[src/rtl/esa_pkg.sv]
`default_nettype none
package esa_pkg;

   // number of event slots (1 to 32)
   localparam int NUM_EVENTS = 32;
   localparam int IDX_W      = (NUM_EVENTS > 1) ? $clog2(NUM_EVENTS) : 1;
   localparam int DELAY_W    = 16;
   localparam int MISS_W     = 6;
   localparam int ID_W       = 8;
   localparam int CHOSEN_W   = 5;
   localparam int MASK_W     = 32;
   localparam logic [MISS_W-1:0] MISS_MAX = '1;

   // operation codes of a request beat
   typedef enum logic [1:0] {
      KIND_PUSH     = 2'd0,
      KIND_CLEAR    = 2'd1,
      KIND_TICK     = 2'd2,
      KIND_DISPATCH = 2'd3
   } kind_type;

   // request beat
   typedef struct packed {
      kind_type            kind;
      logic [ID_W-1:0]     event_id;
      logic [DELAY_W-1:0]  delay_ticks;
   } req_type;

   // response beat
   typedef struct packed {
      logic                found;
      logic [CHOSEN_W-1:0] chosen_event;
      logic                has_handler;
   } rsp_type;

   // controller states
   typedef enum logic [1:0] {
      ST_IDLE,
      ST_TICK,
      ST_SCAN,
      ST_FINISH
   } state_type;

   // controller to datapath
   typedef struct packed {
      logic accept;
      logic tick_step;
      logic scan_step;
      logic finish;
   } cmd_type;

   // datapath to controller
   typedef struct packed {
      logic idx_last;
      logic scan_end;
      logic rsp_free;
   } status_type;

endpackage
`default_nettype wire

[src/rtl/esa_ctrl.sv]
`default_nettype none
module esa_ctrl import esa_pkg::*; (
   input  wire logic       clock,
   input  wire logic       reset,
   input  wire logic       req_valid,
   input  wire kind_type   req_kind,
   output logic            req_ready,
   input  wire status_type status,
   output cmd_type         cmd
);

   state_type state_ff;
   state_type state_in;

   // state register
   always_ff @(posedge clock) begin
      if (reset) begin
         state_ff <= ST_IDLE;
      end else begin
         state_ff <= state_in;
      end
   end

   // next state
   always_comb begin
      state_in = state_ff;
      unique case (state_ff)
         ST_IDLE: begin
            if (req_valid) begin
               unique case (req_kind)
                  KIND_TICK:     state_in = ST_TICK;
                  KIND_DISPATCH: state_in = ST_SCAN;
                  default:       state_in = ST_IDLE;
               endcase
            end
         end
         ST_TICK: begin
            if (status.idx_last) state_in = ST_IDLE;
         end
         ST_SCAN: begin
            if (status.scan_end) state_in = ST_FINISH;
         end
         ST_FINISH: begin
            if (status.rsp_free) state_in = ST_IDLE;
         end
         default: state_in = ST_IDLE;
      endcase
   end

   // outputs
   always_comb begin
      req_ready     = 1'b0;
      cmd           = '0;
      unique case (state_ff)
         ST_IDLE: begin
            req_ready  = 1'b1;
            cmd.accept = req_valid;
         end
         ST_TICK:   cmd.tick_step = 1'b1;
         ST_SCAN:   cmd.scan_step = 1'b1;
         ST_FINISH: cmd.finish    = status.rsp_free;
         default: ;
      endcase
   end

endmodule
`default_nettype wire

[src/rtl/esa_datapath.sv]
`default_nettype none
module esa_datapath import esa_pkg::*; (
   input  wire logic              clock,
   input  wire logic              reset,
   input  wire req_type           req_data,
   input  wire logic              csr_we,
   input  wire logic [MASK_W-1:0] csr_wdata,
   input  wire logic              rsp_ready,
   output logic                   rsp_valid,
   output rsp_type                rsp_data,
   input  wire cmd_type           cmd,
   output status_type             status
);

   logic [MASK_W-1:0]     mask_ff;
   logic [NUM_EVENTS-1:0] pending_ff;
   logic [DELAY_W-1:0]    delay_ff [NUM_EVENTS];
   logic [MISS_W-1:0]     miss_ff  [NUM_EVENTS];
   logic [IDX_W-1:0]      idx_ff;
   logic [IDX_W-1:0]      idx_in;
   logic                  have_ff;
   logic                  have_in;
   logic [IDX_W-1:0]      pick_ff;
   logic [IDX_W-1:0]      pick_in;
   logic                  rsp_valid_ff;
   logic                  rsp_valid_in;
   rsp_type               rsp_ff;
   rsp_type               rsp_in;

   logic                  id_ok;
   logic [IDX_W-1:0]      id_idx;
   logic                  elig;
   logic [MISS_W-1:0]     miss_inc;
   logic                  takeover;

   logic                  pend_we;
   logic [IDX_W-1:0]      pend_wa;
   logic                  pend_wd;
   logic                  dly_we;
   logic [IDX_W-1:0]      dly_wa;
   logic [DELAY_W-1:0]    dly_wd;
   logic                  miss_we;
   logic [IDX_W-1:0]      miss_wa;
   logic [MISS_W-1:0]     miss_wd;

   // request decode and scan evaluation at the current slot
   assign id_ok    = req_data.event_id < ID_W'(NUM_EVENTS);
   assign id_idx   = req_data.event_id[IDX_W-1:0];
   assign elig     = pending_ff[idx_ff] && (delay_ff[idx_ff] == '0);
   assign miss_inc = (miss_ff[idx_ff] < MISS_MAX) ? miss_ff[idx_ff] + MISS_W'(1)
                                                  : miss_ff[idx_ff];
   assign takeover = elig && have_ff && (miss_inc > MISS_W'(idx_ff));

   // status to controller
   assign status.idx_last = idx_ff == IDX_W'(NUM_EVENTS - 1);
   assign status.scan_end = status.idx_last || takeover;
   assign status.rsp_free = !rsp_valid_ff || rsp_ready;

   // slot counter and scan result
   always_comb begin
      idx_in  = idx_ff;
      have_in = have_ff;
      pick_in = pick_ff;
      if (cmd.accept) begin
         idx_in  = '0;
         have_in = 1'b0;
      end else if (cmd.tick_step) begin
         idx_in = idx_ff + IDX_W'(1);
      end else if (cmd.scan_step) begin
         idx_in = idx_ff + IDX_W'(1);
         if (elig && !have_ff) begin
            have_in = 1'b1;
            pick_in = idx_ff;
         end else if (takeover) begin
            pick_in = idx_ff;
         end
      end
   end

   // one write port per slot table, commands never overlap
   always_comb begin
      pend_we = 1'b0;
      pend_wa = id_idx;
      pend_wd = 1'b0;
      dly_we  = 1'b0;
      dly_wa  = id_idx;
      dly_wd  = req_data.delay_ticks;
      miss_we = 1'b0;
      miss_wa = id_idx;
      miss_wd = '0;
      if (cmd.accept && id_ok && req_data.kind == KIND_PUSH) begin
         pend_we = 1'b1;
         pend_wd = 1'b1;
         dly_we  = 1'b1;
         miss_we = 1'b1;
      end else if (cmd.accept && id_ok && req_data.kind == KIND_CLEAR) begin
         pend_we = 1'b1;
         miss_we = 1'b1;
      end else if (cmd.tick_step) begin
         dly_we = delay_ff[idx_ff] != '0;
         dly_wa = idx_ff;
         dly_wd = delay_ff[idx_ff] - DELAY_W'(1);
      end else if (cmd.scan_step) begin
         miss_we = elig && have_ff;
         miss_wa = idx_ff;
         miss_wd = miss_inc;
      end else if (cmd.finish) begin
         pend_we = have_ff;
         pend_wa = pick_ff;
         miss_we = have_ff;
         miss_wa = pick_ff;
      end
   end

   // response register
   always_comb begin
      rsp_valid_in = rsp_valid_ff;
      rsp_in       = rsp_ff;
      if (rsp_valid_ff && rsp_ready) rsp_valid_in = 1'b0;
      if (cmd.finish) begin
         rsp_valid_in        = 1'b1;
         rsp_in.found        = have_ff;
         rsp_in.chosen_event = have_ff ? CHOSEN_W'(pick_ff) : '0;
         rsp_in.has_handler  = have_ff && mask_ff[pick_ff];
      end
   end

   // control registers
   always_ff @(posedge clock) begin
      if (reset) begin
         mask_ff      <= '0;
         rsp_valid_ff <= 1'b0;
         idx_ff       <= '0;
         have_ff      <= 1'b0;
      end else begin
         if (csr_we) mask_ff <= csr_wdata;
         rsp_valid_ff <= rsp_valid_in;
         idx_ff       <= idx_in;
         have_ff      <= have_in;
      end
   end

   // payload registers
   always_ff @(posedge clock) begin
      pick_ff <= pick_in;
      rsp_ff  <= rsp_in;
   end

   // slot tables
   always_ff @(posedge clock) begin
      if (reset) begin
         pending_ff <= '0;
         for (int i = 0; i < NUM_EVENTS; i++) begin
            delay_ff[i] <= '0;
            miss_ff[i]  <= '0;
         end
      end else begin
         if (pend_we) pending_ff[pend_wa] <= pend_wd;
         if (dly_we)  delay_ff[dly_wa]    <= dly_wd;
         if (miss_we) miss_ff[miss_wa]    <= miss_wd;
      end
   end

   assign rsp_valid = rsp_valid_ff;
   assign rsp_data  = rsp_ff;

`ifndef SYNTHESIS
   // a finished scan never overwrites a beat that is still waiting
   a_no_overwrite: assert property (@(posedge clock) disable iff (reset)
      cmd.finish |-> (!rsp_valid_ff || rsp_ready))
      else $error("response overwritten");

   // an empty dispatch beat carries no slot
   a_none_is_zero: assert property (@(posedge clock) disable iff (reset)
      (rsp_valid_ff && !rsp_ff.found) |->
         (rsp_ff.chosen_event == '0 && !rsp_ff.has_handler))
      else $error("empty dispatch carries a slot");

   // commands are mutually exclusive
   a_cmd_onehot: assert property (@(posedge clock) disable iff (reset)
      $onehot0({cmd.accept, cmd.tick_step, cmd.scan_step, cmd.finish}))
      else $error("overlapping commands");

   // the chosen slot is cleared in the same cycle as the result is loaded
   a_pick_cleared: assert property (@(posedge clock) disable iff (reset)
      (cmd.finish && have_ff) |=> !pending_ff[$past(pick_ff)])
      else $error("chosen slot still pending");
`endif

endmodule
`default_nettype wire

[src/rtl/event_scheduler_aging_arbiter.sv]
// Event scheduler with an aging arbiter over NUM_EVENTS slots.
// Request channel (req_valid/req_ready/req_data) carries one beat per
// operation: push (set pending, load delay, zero misses), clear, tick
// (decrement every nonzero delay) or dispatch. Only dispatch produces a
// response beat on rsp_valid/rsp_ready/rsp_data: found, chosen slot and
// its handler bit from the handler mask written through csr_we/csr_wdata.
// Push and clear are done in the idle state. Tick steps through the slots,
// one slot per cycle through the single delay table write port. Dispatch
// scans the slots in order (it stops early on a takeover), then loads
// the response register in its final step.
// One operation is worked on at a time; req_ready is high while idle.
// The response register lets the next request start while a response
// waits; a dispatch that finishes while the previous response is still
// stalled holds in its final step until the receiver takes that beat.
// Synchronous reset clears all slots, the handler mask and the response.
`default_nettype none
module event_scheduler_aging_arbiter import esa_pkg::*; (
   input  wire logic              clock,
   input  wire logic              reset,
   input  wire logic              req_valid,
   output logic                   req_ready,
   input  wire req_type           req_data,
   output logic                   rsp_valid,
   input  wire logic              rsp_ready,
   output rsp_type                rsp_data,
   input  wire logic              csr_we,
   input  wire logic [MASK_W-1:0] csr_wdata
);

   cmd_type    cmd;
   status_type status;

   // sequencer
   esa_ctrl u_ctrl (
      .clock     (clock),
      .reset     (reset),
      .req_valid (req_valid),
      .req_kind  (req_data.kind),
      .req_ready (req_ready),
      .status    (status),
      .cmd       (cmd)
   );

   // slot tables, scan and response register
   esa_datapath u_datapath (
      .clock     (clock),
      .reset     (reset),
      .req_data  (req_data),
      .csr_we    (csr_we),
      .csr_wdata (csr_wdata),
      .rsp_ready (rsp_ready),
      .rsp_valid (rsp_valid),
      .rsp_data  (rsp_data),
      .cmd       (cmd),
      .status    (status)
   );

endmodule
`default_nettype wire
[config.mk]
export PLATFORM = sky130hd
export DESIGN_NAME = event_scheduler_aging_arbiter
export DESIGN_NICKNAME = d
export VERILOG_FILES = /design/src/rtl/esa_pkg.sv /design/src/rtl/esa_ctrl.sv /design/src/rtl/esa_datapath.sv /design/src/rtl/event_scheduler_aging_arbiter.sv
export SDC_FILE = /design/constraint.sdc
export NUM_CORES = 1
export LEC_CHECK = 0
export BUFFER_PORTS_ARGS = -buffer_cell sky130_fd_sc_hd__buf_4
export CAP_MARGIN = 20
export CORE_ASPECT_RATIO = 2
export CORE_MARGIN = 2
export CORE_UTILIZATION = 55
export DETAILED_ROUTE_END_ITERATION = 10
export PLACE_DENSITY = 0.76
export SYNTH_ARGS = -nofsm -noshare
export SYNTH_HDL_FRONTEND = slang
export SYNTH_HIERARCHICAL = 1
export SYNTH_SLANG_ARGS = --single-unit
[constraint.sdc]
create_clock -name clock -period 4.35 [get_ports clock]
set_input_delay 0 -clock clock [delete_from_list [all_inputs] [get_ports clock]]
set_output_delay 0 -clock clock [all_outputs]
set_load 0.02 [all_outputs]
Word level (Yosys, flattened, before mapping)
Memory sizes are Yosys's and may differ from the RTL's. A register that Yosys moved wholly into a read port is not among the register bits.
Cells that the tools add are included.
- order comparisons: 7
- div/mod/pow operators: 0
- bitwise logic cells: 2
- shifts and indexed selects: 0
- reduce and logical (&&, ||, !) cells: 27
- add/subtract/negate cells: 3
- multipliers: 0
- eq/ne operators: 11
- multiplexer cells: 75
- operators by type and width (cell ; number):
    $mux W5 ; 22
    $mux W16 ; 4
    $mux W6 ; 6
    $mux W1 ; 33
    $bwmux W32 ; 1
    $lt A5 B6 Y1 const B ; 3
    $logic_not A16 Y1 ; 1
    $reduce_bool A16 Y1 ; 1
    $reduce_or A16 Y1 ; 1
    $sub A16 B1 Y16 const B ; 1
    $bmux W1 S5 ; 2
    $logic_and A1 B1 Y1 ; 10
    $eq A2 B2 Y1 const B ; 4
    $lt A8 B6 Y1 const B ; 1
    $mux W2 ; 4
    $pmux W2 S4 ; 1
    $reduce_and A4 Y1 ; 2
    $add A6 B1 Y6 const B ; 1
    $gt A6 B5 Y1 ; 1
    $lt A6 B6 Y1 const B ; 1
    $reduce_bool A2 Y1 ; 3
    $reduce_or A6 Y1 ; 1
    $add A5 B1 Y5 const B ; 1
    $demux W1 S5 ; 1
    12 further kinds ; 19
- memories: 2
- bits in read-only memories: 0
- output and inout bits: 9
- input bits: 63
- word-level logic and storage cells: 137
- flip-flop bits (word level): 85
- bits in latches: 0
- memory bits (writable): 704
- memory list (memory ; words ; bits a word ; rd ports ; clocked after memory_dff ; write ports ; RTL line ; RTL):
    u_datapath.delay_ff ; 32 ; 16 ; 1 ; 1 ; 32 ; esa_datapath.sv:17 ; logic [DELAY_W-1:0] delay_ff [NUM_EVENTS];
    u_datapath.miss_ff ; 32 ; 6 ; 1 ; 1 ; 32 ; esa_datapath.sv:18 ; logic [MISS_W-1:0] miss_ff [NUM_EVENTS];

Longest topological paths before layout
- depth after elaboration: 13
- depth in mapped cells: 24
- gate-level depth less buffers: 19

Modules after synthesis
The synthesis kept the hierarchy.
- modules (own cells, without submodules) (module ; instances ; cells an instance ; sequential area each (sq um) ; area each (sq um)):
    esa_datapath ; 1 ; 2931 ; 23022.1 ; 36797.8
    esa_ctrl ; 1 ; 18 ; 40.0 ; 150.1

Worst setup path after synthesis
OpenSTA, ideal clock, no wires.
- path kind: reg2reg
- start: reg (tool-made name)
- end: reg u_datapath.pick_ff[0] (enable)
- stages on the path, launching flop included: 21
- clock period less this slack: 4.325 ns
- data required time: 3.972 ns
- buffers on the path: 4
- data arrival time: 3.947 ns
- path slack: 0.025 ns
- setup time: 0.378 ns
- cells stage by stage: dfxtp_1 -> buf_4 -> buf_6 -> buf_6 -> buf_4 -> nor2b_1 -> a221o_1 -> a21oi_1 -> a221oi_1 -> ha_1 -> nand4_1 -> or3_1 -> xnor2_1 -> ha_1 -> nor2b_1 -> o21ai_0 -> nand2b_1 -> a21oi_1 -> nor2b_1 -> o22ai_1 -> a311oi_1
- RTL lines (element ; RTL line ; RTL):
    to (signal assigned) ; esa_datapath.sv:145 ; pick_ff <= pick_in;
    to (decl) ; esa_datapath.sv:23 ; logic [IDX_W-1:0] pick_ff;

==> flow_summary_export.csv <==
group,metric,value,unit
run_status,run_status,"completed",
timing,clock-skew-final,31.4,ps
floorplanning,floorplan.io_pins,72,
global_routing,grt_overflow,0,
clock_network,insertion_delay,650,ps
clock_network,cts_tree,"built",
timing,layout_min_cycle_time,4270,ps
clock_network,clock_tree.htree_level_count,3,
floorplanning,die-width,187,um
timing,fin_crit_sh,98.1,%
placement,dp_area,40900,um2
placement,hpwlAfterDp,79900,um
logic_synthesis,dominantRegCellSynth,"edfxtp_1",
logic_synthesis,share_of_synthesized_registers_carrying_an_async_set_or_reset,0,%
detailed_routing,detail_route.iter0.violations,3248,
clock_network,tritoncts_num_sinks,794,
global_routing,grt_start_max_net_pins,91,
floorplanning,floorplan.die_area,69400,um2
logic_synthesis,synth_enable_flop_cells,716,
flow_run,timing.max_cap.violations,0,
floorplanning,placement_rows,134,
clock_network,worst_setup_hold_path_clk_slew,70,ps
finish,layout_commonest_cell,"nor2_1",
pwr,power.total,16.2,mW
logic_synthesis,synth.avg_cell_area,12.5,um2
logic_synthesis,seq_area_frac_synth,62.4,%
floorplanning,initial_utilization,55.5,%
finish,fillCellCount,4596,
pwr,static-leakage-power,15.3,nW
finish,final_cell_area,44200,um2
finish,area_of_combinational_cells_with_multiple_inputs,12900,um2
pwr,power.density_cell_area,367,nW/um2
clock_network,max-clock-path-buffers,3,
finish,synthesis_to_finish_area_growth,19.7,%
detailed_routing,num_vias,26500,
logic_synthesis,synth_area,36900,um2
logic_synthesis,netlist_instances,2949,
finish,num-nets-final,3365,
logic_synthesis,synth_warnings,6,
clock_network,cts_made_buffers,67,
timing,slew_headroom,21.2,%
logic_synthesis,synth_cell_types,68,
global_routing,globalRouteTotalUtil,33.3,%
finish,seqCellArea,23100,um2
hold_path,hold_crit_class,"input port to flop",
critical_path,data_arrival_time_of_the_worst_path,4580,ps
placement,gp_congestion,0.966,
finish,layout_common_cells,"nor2_1 (839), edfxtp_1 (716), buf_4 (339), mux2i_1 (324), a22oi_1 (115)",
detailed_routing,drtPass1Iterations,6,
global_routing,initial_antenna_violation_count,1,
detailed_routing,postRouteAntennaNets,0,
critical_path,worst_ep_required_time,4660,ps
critical_path,worstPathMaxFanout,33,
global_routing,via_count_of_the_first_global_routing_pass,26800,
timing,post-route-worst-setup-slack,82.8,ps
floorplanning,fp.coreArea,66600,um2
finish,layout-drive-gt1-share,20.8,%
logic_synthesis,synthesis.nets,3022,
critical_path,timing_worst_setup_path_type,"flop to flop",
placement,detailedPlace.worstSlack,-253,ps
critical_path,crit_path_start_kind,"flop",
finish,final_core_utilization,66.4,%
timing,peak_freq,234,MHz
detailed_routing,routed_wirelength,116000,um
pwr,vdd_ir_drop_max,0.000265,V
floorplanning,die_y,371,um
timing,worstMarginPinSlew,1180,ps
placement,portBuffers,71,
clock_network,cts_root_buf,"clkbuf_16",
timing,setup_viol,0,
critical_path,endpoint_kind,"flop",
global_routing,grt_first_pass_wirelength,168000,um
timing,hold_viol_final,0,
timing,maxSlewViolCount,0,
detailed_routing,avgViaCountPerCell,6.25,
detailed_routing,detail_route.drc_violations,0,
detailed_routing,wire_per_inst,27.3,um
logic_synthesis,synth.ff_latch_count,794,
==> area by class of cell <==
| type | instances | area share, % |
|---|---|---|
| inverter | 18 | 0.153 |
| timing repair buffer | 501 | 11.2 |
| antenna | 5 | 0.0283 |
| sequential | 794 | 52.2 |
| clock buffer | 81 | 4.03 |
| tap | 884 | 2.50 |
| multi-input combinational | 1910 | 29.2 |
| clock inverter | 38 | 0.688 |
==> critical path, stage by stage (launching register included) <==
cell and delay (ps):
dfxtp_4 490, buf_4 170, buf_12 240, nor2b_4 340, buf_12 210, a22oi_1 120, buf_4 180, nand3_1 150
nand4_1 150, nor4b_2 370, buf_4 190, nand4_1 100, buf_4 190, o21a_1 250, nor3_4 230, buf_12 190
a21o_1 280
==> cell families after synthesis <==
logic type	synth area share, %
AOI/OAI and AO/OA	6.22
buffers and inverters	3.55
DFF	62.4
adders and majority gates	0.339
muxes	13.7
xor gates and xnor gates	0.261
and+or+nand+nor	13.5
==> state kept, by name (all words and copies together), names as in the netlist, named ones only <==
register	count
u_datapath/delay_ff	512
u_datapath/miss_ff	192
u_datapath/mask_ff	32
u_datapath/pending_ff	32
u_datapath/rsp_data	7
u_datapath/idx_ff	5
u_datapath/pick_ff	5
u_ctrl/state_ff	2
u_datapath/have_ff	1
u_datapath/rsp_valid	1
==> repair_timing <==
item,in CTS,in global routing
setup buffers,5,17
gates resized for setup,5,40
endpoints found under the setup margin,1025,255
cloned,1,1
endpoints found under the hold margin,398,0
pin swaps,0,10
hold buffers,83,0
==> cell usage after synthesis, types with 17 or more instances <==
cell type,instances,area [um2]
buf_2,62,310
o21ai_2,17,149
nand2b_1,47,294
nor3_1,17,85.1
nand3_1,61,305
a21oi_1,31,155
buf_6,20,225
mux2i_1,332,3320
inv_1,18,67.6
buf_4,37,278
clkbuf_1,102,383
nor2b_1,17,106
a22oi_1,115,863
mux4_2,74,1670
nand2_1,105,394
nor2_1,842,3160
o21ai_0,29,145
o21bai_1,17,128
dfxtp_1,78,1560
edfxtp_1,716,21500
==> per-stage QoR <==
stage | hold WS (ps) | setup TNS (ps) | instances
floorplan | 100 | 0 | 2949
global placement | 236 | -12360 | 3999
detailed placement | 245 | -53400 | 4000
CTS | 4.97 | 0 | 4208
global route | 68.4 | -252 | 4226
finish | 64.4 | 0 | 4231
==> path summary, 6_finish.rpt <==
check	from	end	slack [ps]	cells past startpoint
min	req_data[18]	u_datapath/pending_ff[6]	60	6
min reg2reg	u_datapath/pending_ff[23]	u_datapath/pending_ff[23]	480	2
max reg2reg	flop	u_datapath/miss_ff[19][3]	80	16
max	flop	u_datapath/miss_ff[19][3]	80	16
==> power breakdown <==
group	switching, mW	total (mW)	internal [mW]
Sequential	0.110	8.64	8.53
Combinational	1.03	1.71	0.681
Clock	2.76	5.89	3.13
==> layer usage <==
layer  wire length [um]  track usage [%]
met1              34800             33.0
met2              61100             60.6
met3               8040             4.85
met4              11600             29.3
met5                  0                0
No activity file was read; power rests on OpenSTA's default activity.
